===== src/hdl/crfb_delta_sigma_modulator_unit_defines.svh =====
// assertion macros for the modulator
`ifndef CRFB_DELTA_SIGMA_MODULATOR_UNIT_DEFINES_SVH
`define CRFB_DELTA_SIGMA_MODULATOR_UNIT_DEFINES_SVH

// same-cycle implication
`define CRFB_ASSERT_IMP(lbl, ante, cons) \
  lbl: assert property (@(posedge clk_i) disable iff (!rst_ni) (ante) |-> (cons)) \
    else $error("crfb check failed");

// next-cycle implication
`define CRFB_ASSERT_NXT(lbl, ante, cons) \
  lbl: assert property (@(posedge clk_i) disable iff (!rst_ni) (ante) |=> (cons)) \
    else $error("crfb check failed");

`endif


===== src/hdl/crfb_ram.sv =====
module crfb_ram #(
  parameter int DEPTH = 9,
  parameter int WIDTH = 48
) (
  input  logic                     clk_i,
  input  logic                     rst_ni,
  input  logic                     clr_i,
  input  logic                     we_i,
  input  logic [$clog2(DEPTH)-1:0] waddr_i,
  input  logic [WIDTH-1:0]         wdata_i,
  input  logic [$clog2(DEPTH)-1:0] raddr_i,
  output logic [WIDTH-1:0]         rdata_o
);

  logic [WIDTH-1:0] mem [DEPTH];
  logic [DEPTH-1:0] valid_q;
  logic [WIDTH-1:0] rdata_q;
  logic             rvalid_q;

  // storage and registered read
  always_ff @(posedge clk_i) begin
    if (we_i) begin
      mem[waddr_i] <= wdata_i;
    end
    rdata_q <= mem[raddr_i];
  end

  // entry valid bits, unwritten entries read as zero
  always_ff @(posedge clk_i or negedge rst_ni) begin
    if (!rst_ni) begin
      valid_q  <= '0;
      rvalid_q <= 1'b0;
    end else begin
      if (clr_i) begin
        valid_q <= '0;
      end else if (we_i) begin
        valid_q[waddr_i] <= 1'b1;
      end
      rvalid_q <= valid_q[raddr_i];
    end
  end

  assign rdata_o = rvalid_q ? rdata_q : '0;

endmodule


===== config.mk =====
export PLATFORM = sky130hd
export DESIGN_NAME = crfb_ram
export DESIGN_NICKNAME = d
export VERILOG_FILES = /design/src/hdl/crfb_delta_sigma_modulator_unit_defines.svh /design/src/hdl/crfb_ram.sv
export SDC_FILE = /design/constraint.sdc
export NUM_CORES = 1
export LEC_CHECK = 0
export ABC_AREA = 1
export ABC_CLOCK_PERIOD_IN_PS = 2500
export BUFFER_PORTS_ARGS = -buffer_cell sky130_fd_sc_hd__buf_2
export CAP_MARGIN = 10
export CORE_MARGIN = 2
export CORE_UTILIZATION = 25
export DETAILED_ROUTE_END_ITERATION = 10
export PLACE_DENSITY_LB_ADDON = 0.15
export SLEW_MARGIN = 10
export SYNTH_ARGS = -nofsm -noshare
export SYNTH_HDL_FRONTEND = slang
export SYNTH_SLANG_ARGS = --single-unit

===== constraint.sdc =====
create_clock -name clk_i -period 2.5 [get_ports clk_i]
set_input_delay 0.25 -clock clk_i [delete_from_list [all_inputs] [get_ports clk_i]]
set_output_delay 0.25 -clock clk_i [all_outputs]
set_load 0.05 [all_outputs]

Word level (Yosys, flattened, before mapping)
Memory sizes are Yosys's and may differ from the RTL's. A register that Yosys moved wholly into a read port is not among the register bits.
Index checks and enable logic that the tools add are counted.
{ "op_classes": {"order_cmp": 3, "mux": 9, "bitwise": 1, "n_reduce_logical": 2} }
{ "op_table": {"columns": ["op", "count"], "rows": [
  ["48-bit 2-to-1 mux", 1],
  ["9-bit 2-to-1 mux", 2],
  ["4-bit by 5-bit < comparator with 1-bit output (second input constant)", 2],
  ["9-bit OR", 1],
  ["1-bit binary-select mux with 4-bit select", 1],
  ["1-bit demux with 4-bit select", 1],
  ["4-bit by 1-bit greater-or-equal comparator with 1-bit output (second input constant)", 1],
  ["1-bit 2-to-1 mux", 4],
  ["2-bit nonzero test", 1],
  ["1-bit logical AND", 1]
]} }
{ "word_totals": {"regBits": 10, "mem_bits_rw": 432, "input_bits": 60, "output_inout_bits": 48, "word_cells": 18, "n_memories": 1} }
{ "memory_table": {"columns": ["memory", "words", "width", "rd", "rd_clocked_by_memory_dff", "wr", "line", "source"], "rows": [
  ["mem", 9, 48, 1, 1, 1, "crfb_ram.sv:15", "logic [WIDTH-1:0] mem [DEPTH];"]
]} }

Logic depth before layout (Yosys ltp)
{ "logic_depth": {"depth_word": 7, "mapped_depth": 9, "ltp_nobuf": 7} }

Least setup slack after synthesis
OpenSTA, ideal clock, no wires.
{ "synth_timing": {"path_type": "input -> register", "startpoint": "input waddr_i[2]", "endpoint": "memory mem[4][0] (enable)", "setup_ps": 402, "arrival_time_ps": 1646, "slack_ps": 452, "stages": 4, "n_path_buf": 0, "cell_sequence": "inv_1 nor3_1 nand2_1 inv_1"} }
{ "synth_lines": {"columns": ["element", "line", "source"], "rows": [
  ["start, declared", "crfb_ram.sv:9", "input logic [$clog2(DEPTH)-1:0] waddr_i,"],
  ["end, declared", "crfb_ram.sv:15", null]
]} }
No word-level cell before the write port.

Worst setup path after layout
{ "layout_timing": {"startpoint": "register rvalid_q", "endpoint": "output rdata_o[18]"} }
{ "layout_between": {"elab_chain_len": 1} }
{ "layout_lines": {"columns": ["element", "line", "source"], "rows": [
  ["start, declared", "crfb_ram.sv:18", "logic rvalid_q;"],
  ["start signal, assigned", "crfb_ram.sv:39", "rvalid_q <= valid_q[raddr_i];"],
  ["48-bit 2-to-1 mux", "crfb_ram.sv:43", "assign rdata_o = rvalid_q ? rdata_q : '0;"],
  ["end, declared", "crfb_ram.sv:12", "output logic [WIDTH-1:0] rdata_o"]
]} }
No other way between the ends.

==> summary.json <==
{
  "pwr": {
    "fin_total_pwr_w": 0.0181,
    "power.combinational.fraction_pct": 6.7,
    "power.net_switching_w": 0.00413,
    "pwr_density_cell_nw_per_um2": 752,
    "p_sw_share_pct": 22.8,
    "p_leak_nw": 10.5,
    "intPower_w": 0.0139,
    "p_seq_share_pct": 50.8,
    "ir_drop_mv": 0.447,
    "clock_power_share_pct": 42.5
  },
  "detailed_routing": {
    "average_via_count_per_standard_cell": 4.03,
    "detail_route.wirelength_microns": 50400,
    "number_of_nets_still_failing_antenna_checks_after_routing": 0,
    "drt_drc": 0,
    "via_count": 12700,
    "number_of_detailed_routing_iterations_run_before_antenna_repair": 7,
    "wl_per_cell_microns": 16.0,
    "detailedRoute.firstIterationViolations": 579
  },
  "critical_path": {
    "worst_r2r_startpoint": "mem[4][47]",
    "crit_required_ns": 2.25,
    "critical_path.endpoint_type": "primary output",
    "timing.critical_path.slowest_stage_cell": "sky130_fd_sc_hd__dfrtp_2",
    "critical_path.top_delay_family": "flip-flops",
    "worstPathMaxFanout": 29,
    "timing.critical_path.slowest_cell_delay_ns": 0.72,
    "number_of_buffers_and_inverters_on_the_critical_path": 3,
    "worstPathCellList": "buf_12 > nand2_1 > inv_1 > buf_2",
    "worst_ep_arrival_time_ns": 1.98,
    "worst_setup_path_start_kind": "flip-flop",
    "worst-r2r-cell-count": 6,
    "worst-setup-path-type": "reg -> out",
    "reg2reg_slack_ns": 1.50,
    "timing.rr.end": "rdata_q[47]"
  },
  "grt": {
    "via_count_of_the_first_global_routing_pass": 13100,
    "grt_start_max_net_pins": 120,
    "grt_first_pass_wirelength_microns": 78100,
    "gr-total-overflow": 0,
    "grt_use_total_pct": 12.3,
    "antenna_violations_before_repair": 3
  },
  "cts": {
    "cts_tree": "done",
    "cts-root-buf": "sky130_fd_sc_hd__clkbuf_16",
    "number_of_clock_buffers_inserted_by_tritoncts": 55,
    "clock_sink_count": 490,
    "clk_pin_slew_ns": 0.06,
    "count_of_h_tree_levels_built_during_cts": 2,
    "cts.path.max_buffers": 3,
    "clkLatencyLatePin_ns": 0.60,
    "cts_resized": 0
  },
  "run_status": {
    "outcome": "finished, final reports clean"
  },
  "placement": {
    "dp.cells": 2993,
    "detailedPlacementHpwl_microns": 26800,
    "gp_congestion": 0.709,
    "io_buffers": 107
  },
  "synthesis": {
    "synth.distinct_cells": 17,
    "most_used_standard_cell_by_instance_count_after_synthesis": "sky130_fd_sc_hd__nand2_1",
    "sequential_to_total_area_share_from_yosys_stat_pct": 70.7,
    "commonest_register_cell_after_synthesis": "sky130_fd_sc_hd__edfxtp_1",
    "xor_xnor_cell_area_share_of_the_yosys_netlist_pct": 0,
    "syn_area_per_cell_sq_um": 10.6,
    "ys_warn_count": 0,
    "synth_top_area_cell": "sky130_fd_sc_hd__edfxtp_1",
    "yosys-top-cells-count": "sky130_fd_sc_hd__nand2_1 (642), sky130_fd_sc_hd__edfxtp_1 (432), sky130_fd_sc_hd__inv_1 (360)",
    "synth-compound-area-share_pct": 0.224,
    "muxShareOfSynthArea_pct": 0,
    "synth-edff-count": 432,
    "post_synth_and_or_nand_nor_area_fraction_pct": 19.5,
    "main_area_contributors_after_synthesis": "sky130_fd_sc_hd__edfxtp_1 (65%), sky130_fd_sc_hd__nand2_1 (12%), sky130_fd_sc_hd__nand3_1 (7.4%)",
    "synth-async-reset-ratio_pct": 2.04,
    "synthAdderAreaFrac_pct": 0,
    "synth.top_cell.area_share_pct": 64.6,
    "synth_top_family_by_area": "simple AND/OR/NAND/NOR gates",
    "netlist_area_sq_um": 20100,
    "cells_after_synth": 1899,
    "mappedNetlistNets": 1959,
    "ys_seq_elements": 490
  },
  "timing": {
    "rsz0062_at_grt": "false",
    "fin_worst_hold_slack_ns": 0.0614,
    "timing.setup.tns_ns": 0,
    "tightest_slew_ns": 0.736,
    "fmax_mhz": 448,
    "finClkSkew_ns": 0.0152,
    "timing.max_slew.rel_slack_pct": 50.9,
    "timing_hold_violations_final": 0,
    "timing_max_transition_violations_final": 0,
    "setup_viol": 0,
    "final_min_period_over_clock_period_pct": 89.3,
    "period_minus_slack_ns": 2.23
  },
  "finish": {
    "fin_cells": 3149,
    "areaGrowthSynthToFinish_pct": 19.8,
    "antenna-diode-count": 0,
    "layout-drive-gt1-share_pct": 10.7,
    "net_count_final": 2113
  },
  "die": {
    "die_boundary_width_microns": 287,
    "design.die.area_sq_um": 82600,
    "fp-row-count": 103,
    "floorplan.die.height_microns": 287,
    "start_util_pct": 25.3,
    "design.portCount": 108,
    "placeable_core_region_sq_um": 79300
  },
  "hold_path": {
    "holdCritPathClass": "in -> async"
  },
  "job": {
    "cap_viol_max_count": 0
  }
}
-- cells by family after synthesis --
group | Yosys count
and+or+nand+nor | 945
DFF | 490
buffers and inverters | 455
AOI/OAI and AO/OA | 9
-- cells in the final DEF (no fill, tap or decap), types with 2 or more instances in the layout --
cell / n
sky130_fd_sc_hd__nand2_1: 642
sky130_fd_sc_hd__edfxtp_1: 432
sky130_fd_sc_hd__inv_1: 350
sky130_fd_sc_hd__nand3_1: 296
sky130_fd_sc_hd__buf_2: 105
sky130_fd_sc_hd__clkbuf_16: 57
sky130_fd_sc_hd__dlygate4sd3_1: 53
sky130_fd_sc_hd__dfxtp_1: 48
sky130_fd_sc_hd__clkbuf_1: 22
sky130_fd_sc_hd__buf_12: 17
sky130_fd_sc_hd__clkinv_2: 13
sky130_fd_sc_hd__buf_4: 13
sky130_fd_sc_hd__inv_2: 11
sky130_fd_sc_hd__a21oi_1: 9
sky130_fd_sc_hd__dfrtp_1: 9
sky130_fd_sc_hd__clkinv_1: 6
sky130_fd_sc_hd__nor3_1: 3
sky130_fd_sc_hd__nor2_1: 3
sky130_fd_sc_hd__clkbuf_8: 3
sky130_fd_sc_hd__bufinv_16: 2
-- worst max path at each step --
stage | from | endpoint | slack, ns | cells past startpoint
finish | rvalid_q | rdata_o[18] | 0.27 | 4
floorplan | waddr_i[2] | mem[4][0] | 0.45 | 4
CTS | rvalid_q | rdata_o[19] | 0.09 | 4
global placement | waddr_i[3] | mem[0][7] | 0.65 | 5
global route | rvalid_q | rdata_o[24] | 0.05 | 4
detailed placement | waddr_i[3] | mem[0][8] | 0.61 | 5
-- sequential cells by signal, indices dropped and copies added (netlist names) --
signal and count:
mem 432, valid_q 9, rvalid_q 1, rdata_q 48
-- power groups by stage --
stage	registers, W	clock network, W	logic [W]
detailed placement	0.00936	0	0.00118
floorplan	0.00933	0	0.000742
global route	0.00920	0.00826	0.00138
finish	0.00918	0.00767	0.00121
CTS	0.00919	0.00796	0.00126
global placement	0.00936	0	0.00117
-- through the flow --
step | utilization, % | worst slack (ns) | instance area [sq um]
3_5_place_dp | 27.5 | 0.613 | 21800
4_1_cts | 30.3 | 0.0940 | 24000
3_3_place_gp | 27.5 | 0.654 | 21800
6_report | 30.3 | 0.267 | 24000
5_1_grt | 30.3 | 0.0514 | 24000
2_1_floorplan | - | 0.452 | 20100
-- layer usage --
| metal | part of all wire (%) | vias up | wire [microns] | global-route usage (%) |
|---|---|---|---|---|
| met5 | 0.073 | - | 37 | 0 |
| met4 | 2.2 | 6 | 1090 | 3.23 |
| li1 | - | 6361 | - | - |
| met3 | 4.1 | 77 | 2060 | 2.61 |
| met1 | 47 | 6079 | 23500 | 15.9 |
| met2 | 47 | 177 | 23700 | 20.9 |
-- area by class of cell --
cell class / instances / area, sq um
Multi-Input combinational cell: 954 / 3970
Tap cell: 1050 / 1310
Fill cell: 8153 / 55200
Inverter: 363 / 1370
Clock inverter: 21 / 148
Clock buffer: 82 / 1550
Sequential cell: 490 / 14200
Timing Repair Buffer: 189 / 1510
-- repair_timing --
item                      4_1_cts  5_1_grt
setup buffers                   0        0
hold endpoints to repair      451        0
hold buffers                   53        0
No activity file was read; power rests on OpenSTA's default activity.
